[config.mk]
export PLATFORM = sky130hd
export DESIGN_NAME = packet_crc32_trailer_checker_unit
export DESIGN_NICKNAME = d
export VERILOG_FILES = /design/src/hw/rtl/pcrc_pkg.sv /design/src/hw/rtl/pcrc_in_stage.sv /design/src/hw/rtl/pcrc_core.sv /design/src/hw/rtl/pcrc_out_stage.sv /design/src/hw/rtl/packet_crc32_trailer_checker_unit.sv
export SDC_FILE = /design/constraint.sdc
export NUM_CORES = 1
export LEC_CHECK = 0
export ABC_AREA = 1
export BUFFER_PORTS_ARGS = -buffer_cell sky130_fd_sc_hd__buf_2
export CORE_ASPECT_RATIO = 1.25
export CORE_MARGIN = 5
export CORE_UTILIZATION = 45
export DETAILED_ROUTE_END_ITERATION = 6
export PLACE_DENSITY = 0.65
export SYNTH_ARGS = -nofsm -noshare
export SYNTH_HDL_FRONTEND = slang
export SYNTH_SLANG_ARGS = --single-unit
[constraint.sdc]
create_clock -name i_clk -period 8.2 [get_ports i_clk]
set_input_delay 2.46 -clock i_clk [delete_from_list [all_inputs] [get_ports i_clk]]
set_output_delay 2.46 -clock i_clk [all_outputs]
set_load 0.005 [all_outputs]
[src/hw/rtl/pcrc_pkg.sv]
// ----------------------------------------------------------------------------
// pcrc_pkg
// types, constants and the byte-wise crc-32 fold for the trailer checker
// ----------------------------------------------------------------------------
package pcrc_pkg;

    localparam logic [31:0] CRC_POLY      = 32'hEDB8_8320;
    localparam logic [31:0] CRC_INIT      = 32'hFFFF_FFFF;
    localparam logic [31:0] HEAD_MARKER   = 32'hAA55_AA55;
    localparam int          TRAILER_LEN   = 4;
    localparam int          MAX_BYTES_DEF = 1024;
    localparam int          BYTE_COUNT_W  = 11;

    typedef struct packed {
        logic [7:0] data_byte;
        logic       last_byte;
    } t_in_word;

    typedef struct packed {
        logic                    crc_match;
        logic                    too_short;
        logic                    marker_ok;
        logic [31:0]             computed_crc;
        logic [BYTE_COUNT_W-1:0] byte_count;
    } t_result;

    // reflected crc-32, eight bit steps unrolled
    function automatic logic [31:0] crc_fold_byte(input logic [31:0] crc,
                                                  input logic [7:0]  b);
        logic [31:0] c;
        c = crc ^ {24'h0, b};
        for (int k = 0; k < 8; k++) begin
            c = c[0] ? ((c >> 1) ^ CRC_POLY) : (c >> 1);
        end
        return c;
    endfunction

endpackage

[src/hw/rtl/pcrc_in_stage.sv]
// ----------------------------------------------------------------------------
// pcrc_in_stage
// input register for one received word, with stall toward the sender
// ----------------------------------------------------------------------------
module pcrc_in_stage (
    input  logic                i_clk,
    input  logic                i_rst_n,
    input  logic                i_valid,
    input  pcrc_pkg::t_in_word  i_word,
    output logic                o_stall,
    input  logic                i_out_free,
    output logic                o_fire,
    output pcrc_pkg::t_in_word  o_word
);

    logic               r_vld;
    pcrc_pkg::t_in_word r_word;
    logic               accept;

    // only a last word needs room in the result register
    assign o_fire  = r_vld && (!r_word.last_byte || i_out_free);
    assign o_stall = !i_rst_n || (r_vld && !o_fire);
    assign accept  = i_valid && !o_stall;
    assign o_word  = r_word;

    always_ff @(posedge i_clk) begin
        if (!i_rst_n) begin
            r_vld <= 1'b0;
        end else if (accept) begin
            r_vld <= 1'b1;
        end else if (o_fire) begin
            r_vld <= 1'b0;
        end
    end

    always_ff @(posedge i_clk) begin
        if (accept) begin
            r_word <= i_word;
        end
    end

endmodule

[src/hw/rtl/pcrc_core.sv]
// ----------------------------------------------------------------------------
// pcrc_core
// packet state: delay line, crc register, byte count and first word
// ----------------------------------------------------------------------------
module pcrc_core #(
    parameter int MAX_BYTES = pcrc_pkg::MAX_BYTES_DEF
) (
    input  logic               i_clk,
    input  logic               i_rst_n,
    input  logic               i_fire,
    input  pcrc_pkg::t_in_word i_word,
    output logic               o_result_vld,
    output pcrc_pkg::t_result  o_result
);

    localparam int CW = $clog2(MAX_BYTES + 1);

    logic [31:0]      r_crc,   n_crc;
    logic [3:0][7:0]  r_dly,   n_dly;
    logic [CW-1:0]    r_count, n_count;
    logic [31:0]      r_first, n_first;
    logic             short_pkt;
    logic [31:0]      final_crc;
    logic [CW+pcrc_pkg::BYTE_COUNT_W-1:0] cnt_ext;

    always_comb begin
        n_crc   = r_crc;
        n_dly   = r_dly;
        n_count = r_count;
        n_first = r_first;
        if (r_count < CW'(MAX_BYTES)) begin
            // the byte leaving the delay line is past the trailer window
            if (r_count >= CW'(pcrc_pkg::TRAILER_LEN)) begin
                n_crc = pcrc_pkg::crc_fold_byte(r_crc, r_dly[0]);
            end
            n_dly = {i_word.data_byte, r_dly[3:1]};
            if (r_count < CW'(pcrc_pkg::TRAILER_LEN)) begin
                n_first[{r_count[1:0], 3'b000} +: 8] = i_word.data_byte;
            end
            n_count = r_count + CW'(1);
        end
    end

    assign short_pkt = n_count < CW'(pcrc_pkg::TRAILER_LEN);
    assign final_crc = ~n_crc;
    assign cnt_ext   = {{pcrc_pkg::BYTE_COUNT_W{1'b0}}, n_count};

    assign o_result_vld          = i_fire && i_word.last_byte;
    assign o_result.crc_match    = !short_pkt && (final_crc == n_dly);
    assign o_result.too_short    = short_pkt;
    assign o_result.marker_ok    = !short_pkt && (n_first == pcrc_pkg::HEAD_MARKER);
    assign o_result.computed_crc = final_crc;
    assign o_result.byte_count   = cnt_ext[pcrc_pkg::BYTE_COUNT_W-1:0];

    always_ff @(posedge i_clk) begin
        if (!i_rst_n || o_result_vld) begin
            r_crc   <= pcrc_pkg::CRC_INIT;
            r_dly   <= '0;
            r_count <= '0;
            r_first <= '0;
        end else if (i_fire) begin
            r_crc   <= n_crc;
            r_dly   <= n_dly;
            r_count <= n_count;
            r_first <= n_first;
        end
    end

endmodule

[src/hw/rtl/pcrc_out_stage.sv]
// ----------------------------------------------------------------------------
// pcrc_out_stage
// result register facing the receiver
// ----------------------------------------------------------------------------
module pcrc_out_stage (
    input  logic              i_clk,
    input  logic              i_rst_n,
    input  logic              i_load,
    input  pcrc_pkg::t_result i_result,
    output logic              o_free,
    output logic              o_valid,
    input  logic              i_stall,
    output pcrc_pkg::t_result o_result
);

    logic              r_vld;
    pcrc_pkg::t_result r_result;

    assign o_free   = !r_vld || !i_stall;
    assign o_valid  = r_vld;
    assign o_result = r_result;

    always_ff @(posedge i_clk) begin
        if (!i_rst_n) begin
            r_vld <= 1'b0;
        end else if (i_load) begin
            r_vld <= 1'b1;
        end else if (!i_stall) begin
            r_vld <= 1'b0;
        end
    end

    always_ff @(posedge i_clk) begin
        if (i_load) begin
            r_result <= i_result;
        end
    end

endmodule

[src/hw/rtl/packet_crc32_trailer_checker_unit.sv]
// ----------------------------------------------------------------------------
// packet_crc32_trailer_checker_unit
// checks the little-endian crc-32 trailer of a byte-serial packet
// ----------------------------------------------------------------------------
// input channel: one byte per word on i_data_byte, i_last_byte on the final
// byte; a word is taken when i_in_valid is high and o_in_stall is low.
// output channel: one result word per packet, taken when o_out_valid is high
// and i_out_stall is low: crc match, too-short and marker flags, the
// computed crc over all bytes but the last four, and the byte count.
// throughput: one byte per cycle while no last byte waits on a stalled result,
// set by the byte-wide crc fold that sits between the input register and the
// result register. a packet's result is loaded into the result register when
// its last byte leaves the input register, and then shows on o_out_valid.
// bytes past MAX_BYTES in one packet are dropped; their last flag still
// closes the packet.
// when the receiver stalls, the result holds and non-last bytes keep flowing;
// a last byte waits in the input register, and o_in_stall rises behind it.
// reset clears the packet state and the valid flags of both registers;
// o_in_stall is high while reset is low.
// ----------------------------------------------------------------------------
module packet_crc32_trailer_checker_unit #(
    parameter int MAX_BYTES = pcrc_pkg::MAX_BYTES_DEF
) (
    input  logic                              i_clk,
    input  logic                              i_rst_n,
    input  logic                              i_in_valid,
    output logic                              o_in_stall,
    input  logic [7:0]                        i_data_byte,
    input  logic                              i_last_byte,
    output logic                              o_out_valid,
    input  logic                              i_out_stall,
    output logic                              o_crc_match,
    output logic                              o_too_short,
    output logic                              o_marker_ok,
    output logic [31:0]                       o_computed_crc,
    output logic [pcrc_pkg::BYTE_COUNT_W-1:0] o_byte_count
);

    pcrc_pkg::t_in_word in_word;
    pcrc_pkg::t_in_word stage_word;
    pcrc_pkg::t_result  core_result;
    pcrc_pkg::t_result  out_result;
    logic               out_free;
    logic               fire;
    logic               result_vld;

    assign in_word.data_byte = i_data_byte;
    assign in_word.last_byte = i_last_byte;

    pcrc_in_stage u_in (
        .i_clk      (i_clk),
        .i_rst_n    (i_rst_n),
        .i_valid    (i_in_valid),
        .i_word     (in_word),
        .o_stall    (o_in_stall),
        .i_out_free (out_free),
        .o_fire     (fire),
        .o_word     (stage_word)
    );

    pcrc_core #(
        .MAX_BYTES (MAX_BYTES)
    ) u_core (
        .i_clk        (i_clk),
        .i_rst_n      (i_rst_n),
        .i_fire       (fire),
        .i_word       (stage_word),
        .o_result_vld (result_vld),
        .o_result     (core_result)
    );

    pcrc_out_stage u_out (
        .i_clk    (i_clk),
        .i_rst_n  (i_rst_n),
        .i_load   (result_vld),
        .i_result (core_result),
        .o_free   (out_free),
        .o_valid  (o_out_valid),
        .i_stall  (i_out_stall),
        .o_result (out_result)
    );

    assign o_crc_match    = out_result.crc_match;
    assign o_too_short    = out_result.too_short;
    assign o_marker_ok    = out_result.marker_ok;
    assign o_computed_crc = out_result.computed_crc;
    assign o_byte_count   = out_result.byte_count;

endmodule

==> results of run 1 <==
==> worst paths after layout <==
kind	slack [ns]	startpoint	cells after the start	end
worst max-delay path	2.61	i_out_stall	6	o_in_stall
worst min-delay path	0.46	u_core.r_dly[29]	2	u_core.r_dly[29]
worst max register to register	4.64	u_core.r_count[0]	12	u_out.o_result[43]
worst min register to register	0.46	u_core.r_dly[29]	2	u_core.r_dly[29]
==> worst register-to-register path, delay by kind of cell, from the launching register on <==
kind                     cells  cell delay, ns
flip-flops                   1            0.80
adder cells (fa/ha/maj)      1            0.54
AND/OR/NAND/NOR              8            1.40
buffers and inverters        3            0.67
==> per-stage QoR <==
stage	worst slack, ns	area [um2]
2_1_floorplan	2.90	9340
4_1_cts	2.61	10300
6_report	2.61	10300
3_3_place_gp	2.65	9800
5_1_grt	2.52	10300
3_5_place_dp	2.61	9800
==> registers in the layout, indices dropped and copies added (netlist names) <==
register	flops
u_out.o_result	46
u_core.r_crc	32
u_core.r_dly	32
u_core.r_first	32
u_core.r_count	11
u_in.o_word	9
u_in.r_vld	1
u_out.o_valid	1
==> power groups by stage <==
| stage | Sequential (W) | Combinational, W | Clock (W) |
|---|---|---|---|
| after floorplan | 0.000929 | 0.000333 | 0 |
| after global placement | 0.000936 | 0.000456 | 0 |
| after detailed placement | 0.000937 | 0.000462 | 0 |
| after CTS | 0.000919 | 0.000464 | 0.000763 |
| after global routing | 0.000924 | 0.000521 | 0.000797 |
| final | 0.000920 | 0.000465 | 0.000746 |
==> cell usage after synthesis (7+ instances only) <==
cell type and instances:
nand2_1 532, inv_1 170, nand3_1 126, a21oi_1 115, o21ai_0 111, dfxtp_1 109, nor2_1 70, edfxtp_1 55
clkbuf_1 35, buf_2 10, nand4_1 10, nand3b_1 9, xor2_1 8, ha_1 7, nor3_1 7
==> per-layer routing <==
| layer | vias to the layer above | GRT usage | part of all wire |
|---|---|---|---|
| met4 | 0 | 0.0881 | 0.033 |
| li1 | 4644 | - | - |
| met2 | 240 | 0.420 | 0.51 |
| met1 | 4135 | 0.255 | 0.41 |
| met5 | - | 0 | 0 |
| met3 | 51 | 0.0347 | 0.042 |
==> cells by family after synthesis <==
family / Yosys count / share of synthesized area
simple gates: 770 / 0.340
xor+xnor: 9 / 0.00844
compound gates: 244 / 0.136
fa+ha+maj: 7 / 0.00938
flops: 164 / 0.410
buf+inv: 229 / 0.0958
==> final cells by class <==
type                    count  area (um2)
fillers                  2141       10300
multi-input cells        1030        4630
clock buffers              23         458
inverters                 175         657
clock inverters             9        80.1
well taps                 274         343
repair buffers             65         338
flip-flops and latches    164        3830
==> cell usage in the layout, fill, tap and decap left out, types with 3 or more instances in the layout <==
master / instances
a21oi_1: 115
a31oi_1: 4
buf_2: 60
buf_4: 5
clkbuf_1: 5
clkbuf_16: 17
clkinv_2: 3
dfxtp_1: 108
edfxtp_1: 55
ha_1: 7
inv_1: 169
inv_2: 6
nand2_1: 530
nand2_2: 5
nand2_4: 3
nand3_1: 126
nand3b_1: 9
nand4_1: 10
nor2_1: 70
nor3_1: 7
nor4_1: 5
o21ai_0: 111
xor2_1: 8
==> flow_summary_export.csv, run 1 <==
group,metric,value,unit
sta,rsz0062_at_grt,"no",
worst_setup_path,end_kind,"output port",
clock_tree,clkTransAtPathRegs,0.06,ns
detailed_routing,drcViolationCount,0,
yosys,yosysWarnings,0,
yosys,netlist_area,9340,um2
power_and_ir_drop,p_per_area,206,nW/um2
global_routing,antenna_found_initial,0,
global_routing,grt_pass1_wl,42900,um
clock_tree,cts_root_buf,"clkbuf_16",
detailed_routing,ant_nets,0,
floorplanning,initial_core_util,0.452,
detailed_routing,avgViaCountPerCell,5.21,
yosys,synth_area_per_cell,6.56,um2
yosys,synth-async-reset-ratio,0,
worst_setup_path,critical_path_arrival,3.13,ns
clock_tree,clkLatencyLatePin,0.42,ns
sta,setup_viol,0,
sta,hold_violations,0,
detailed_routing,routed-via-count,9070,
worst_setup_path,critPathTopFamily,"buffers and inverters",
clock_tree,numCtsBuffers,17,
final_layout,nets,1473,
power_and_ir_drop,power_frac_clock,0.350,
sta,fmax,179,MHz
worst_setup_path,crit_fanout,3,
power_and_ir_drop,power_frac_comb,0.218,
worst_setup_path,crit_path_max_incr_delay,0.23,ns
sta,drv_slew,0,
sta,finalCritPeriodShare,0.682,
detailed_routing,drt-initial-drc-count,741,
final_layout,fin_util,0.500,
sta,tightest_slew,1.17,ns
worst_setup_path,critPathBufInv,3,
yosys,ys.flop_type,"dfxtp_1",
global_routing,grt_pass1_vias,8380,
final_layout,fin_cells,1740,
flow_run,cap_viol_max_count,0,
worst_hold_path,hp-class,"flop to flop",
clock_tree,post_cts_buffers,0,
power_and_ir_drop,netSwitchingFraction,0.320,
final_layout,n_antenna_cell,0,
power_and_ir_drop,power_frac_seq,0.432,
floorplanning,die_area,23800,um2
yosys,synthDistinctLibCells,36,
sta,hold_slack,0.465,ns
clock_tree,cts_resized,0,
yosys,synth_nets,1443,
floorplanning,dieWidth,139,um
global_routing,overflow,0,
outcome,status,"complete, no violations",
sta,fin_crit,5.59,ns
power_and_ir_drop,leakage,4.99,nW
final_layout,layout-drive-gt1-share,0.0771,
clock_tree,h-tree-depth,4,
sta,skew,0.00693,ns
detailed_routing,wl_per_cell,15.3,um
place,hpwl,18700,um
yosys,yosysSeqAreaShare,0.410,
yosys,synth_cells,1423,
detailed_routing,routed_wl,26700,um
yosys,synthTopCellsByArea,"dfxtp_1 23%, nand2_1 21%, edfxtp_1 18%",
worst_setup_path,required,5.74,ns
sta,setup_tns,0,ns
power_and_ir_drop,power,0.00213,W
clock_tree,cts_buffer_depth,2,
floorplanning,rows,59,
sta,relSlewSlack,0.218,
worst_setup_path,crit_path_cell_trace,"buf_2, nand2_1, inv_1, nand2_1, o21ai_0, buf_2",
worst_setup_path,critPathSlowestCell,"o21ai_0",
place,dp_cells,1708,
clock_tree,hold_buffers,0,
power_and_ir_drop,power.switching,0.000681,W
yosys,synth_edf_count,55,
place,gp_congestion,0.911,
detailed_routing,drtPass1Iterations,6,
clock_tree,cts_tree,"built",
final_layout,syn_to_final_growth,10.7,%
power_and_ir_drop,internal-power,0.00145,W
yosys,yosys.area.top_type_share,0.234,
worst_setup_path,setup.worst_path.class,"input pin to output port",
global_routing,grt.total_usage,0.224,
floorplanning,core_area,20700,um2
power_and_ir_drop,peakVddDrop,144,uV
yosys,yosys.area.top_type,"dfxtp_1",
floorplanning,io_pins,61,
global_routing,grt_start_max_net_pins,123,
clock_tree,cts_sinks,164,
place,portBuffers,60,
floorplanning,die_y,171,um
yosys,ys_seq_elements,164,
worst_setup_path,startpoint_type,"input pin",
No activity file was read; power rests on OpenSTA's default activity.
==> run 2, diff against run 1 <==
- PLACE_DENSITY: 0.65 -> 0.68
- clock period: 8.2 -> 4.7 ns (I/O delays scaled with it)
==> flow_summary_export.csv, run 2 (synthesized netlist as in run 1, its figures left out) <==
group,metric,value,unit
outcome,status,"complete, no violations",
worst_setup_path,setup.worst_path.class,"input pin to output port",
sta,tightest_slew,1.11,ns
worst_setup_path,critPathSlowestCell,"o21ai_0",
flow_run,cap_viol_max_count,0,
final_layout,n_antenna_cell,0,
global_routing,grt_pass1_vias,8518,
clock_tree,cts_resized,0,
clock_tree,cts_buffer_depth,2,
power_and_ir_drop,power_frac_seq,0.423,
worst_setup_path,crit_path_cell_trace,"buf_2, nand2_1, inv_1, nand2_1, o21ai_0, buf_2",
power_and_ir_drop,power_frac_clock,0.360,
worst_setup_path,startpoint_type,"input pin",
sta,setup_tns,0,ns
power_and_ir_drop,peakVddDrop,277,uV
final_layout,layout_common_cells,"530 x nand2_1, 169 x inv_1, 126 x nand3_1, 115 x a21oi_1, 111 x o21ai_0",
final_layout,ff_latch_area,3830,um2
clock_tree,clkLatencyLatePin,0.44,ns
worst_setup_path,r2r-end,"u_out.o_result[43]",
floorplanning,rows,59,
clock_tree,post_cts_buffers,0,
power_and_ir_drop,p_per_area,365,nW/um2
detailed_routing,drtPass1Iterations,6,
floorplanning,initial_core_util,0.452,
final_layout,nFillCells,2106,
sta,fmax,287,MHz
floorplanning,dieWidth,139,um
detailed_routing,ant_nets,0,
worst_hold_path,holdCritStartpoint,"u_core.r_dly[22]",
clock_tree,h-tree-depth,4,
floorplanning,core_area,20700,um2
final_layout,postLayoutCellArea,10400,um2
worst_setup_path,rrSetupSlack,1.48,ns
worst_setup_path,critPathTopFamily,"buffers and inverters",
power_and_ir_drop,internal-power,0.00257,W
floorplanning,die_area,23800,um2
sta,relSlewSlack,0.256,
clock_tree,cts_root_buf,"clkbuf_16",
global_routing,grt_pass1_wl,42900,um
detailed_routing,wl_per_cell,15.2,um
final_layout,multiInputGateArea,4620,um2
clock_tree,clkTransAtPathRegs,0.06,ns
sta,setup_viol,0,
worst_setup_path,r2r-start,"u_core.r_count[0]",
worst_hold_path,holdPathEnd,"u_core.r_dly[22]",
floorplanning,die_y,171,um
place,dp_cells,1709,
sta,hold_violations,0,
worst_setup_path,crit_path_max_incr_delay,0.23,ns
clock_tree,cts_sinks,164,
power_and_ir_drop,power_frac_comb,0.216,
global_routing,grt_start_max_net_pins,116,
sta,finalCritPeriodShare,0.741,
power_and_ir_drop,power.switching,0.00122,W
power_and_ir_drop,leakage,5.01,nW
sta,fin_crit,3.48,ns
final_layout,syn_to_final_growth,11.2,%
clock_tree,cts_tree,"built",
worst_hold_path,hp-class,"flop to flop",
worst_setup_path,crit_cells,6,
detailed_routing,routed-via-count,9192,
clock_tree,numCtsBuffers,17,
final_layout,nets,1474,
final_layout,layout_commonest_cell,"nand2_1",
global_routing,grt.total_usage,0.224,
detailed_routing,drt-initial-drc-count,782,
sta,rsz0062_at_grt,"no",
final_layout,layout-drive-gt1-share,0.0791,
final_layout,largest_register_ffs,46,
place,portBuffers,60,
worst_hold_path,holdPathStages,2,
worst_setup_path,end_kind,"output port",
worst_setup_path,required,3.29,ns
place,place_area,9820,um2
detailed_routing,routed_wl,26400,um
final_layout,fin_cells,1741,
detailed_routing,avgViaCountPerCell,5.28,
sta,drv_slew,0,
floorplanning,io_pins,61,
place,hpwl,18700,um
worst_setup_path,critPathBufInv,3,
place,gp_congestion,0.938,
global_routing,antenna_found_initial,0,
clock_tree,hold_buffers,0,
sta,skew,0.0128,ns
detailed_routing,drcViolationCount,0,
worst_setup_path,crit_fanout,3,
power_and_ir_drop,netSwitchingFraction,0.321,
global_routing,overflow,0,
worst_setup_path,r2r_cells,11,
worst_setup_path,critical_path_arrival,2.07,ns
run 2: through the flow:
stage	total power, W	hold WS [ns]	setup slack [ns]	utilization
after floorplan	0.00220	0.439	1.47	-
after global placement	0.00243	0.448	1.24	0.475
after detailed placement	0.00244	0.456	1.22	0.475
after CTS	0.00380	0.465	1.21	0.502
after global routing	0.00399	0.490	1.13	0.502
final	0.00379	0.468	1.22	0.502
run 2: worst min-delay path, delay by kind of cell (launching register included):
kind / cells / cell delay, ns
flip-flops: 1 / 0.31
AND/OR/NAND/NOR: 1 / 0.06
AO/OA/AOI/OAI: 1 / 0.05
run 2: how the worst max path moves through the flow:
stage	from	endpoint	slack [ns]
global placement	i_out_stall	o_in_stall	1.24
floorplan	i_out_stall	u_out.o_result[0]	1.47
detailed placement	i_out_stall	o_in_stall	1.22
finish	i_out_stall	o_in_stall	1.22
CTS	i_out_stall	o_in_stall	1.21
global route	i_out_stall	o_in_stall	1.13
run 2: final cells by class:
cell class,count,share of cell area
Clock buffer,19,0.0417
Clock inverter,13,0.0130
Inverter,175,0.0633
Multi-Input combinational cell,1030,0.445
Sequential cell,164,0.369
Tap cell,274,0.0330
Timing Repair Buffer,66,0.0345
run 2: power groups by stage:
| stage | registers (W) | clock network, W | logic, W |
|---|---|---|---|
| floorplan | 0.00162 | 0 | 0.000581 |
| global placement | 0.00163 | 0 | 0.000799 |
| detailed placement | 0.00163 | 0 | 0.000809 |
| CTS | 0.00160 | 0.00139 | 0.000813 |
| global route | 0.00161 | 0.00146 | 0.000927 |
| finish | 0.00160 | 0.00137 | 0.000818 |
run 2: metal layers:
metal	global-route usage	wire length (um)	vias to the layer above
met1	0.266	10700	4209
met3	0.0338	1320	60
met4	0.114	1320	0
met2	0.396	13000	292
met5	0	0	-
li1	-	-	4631
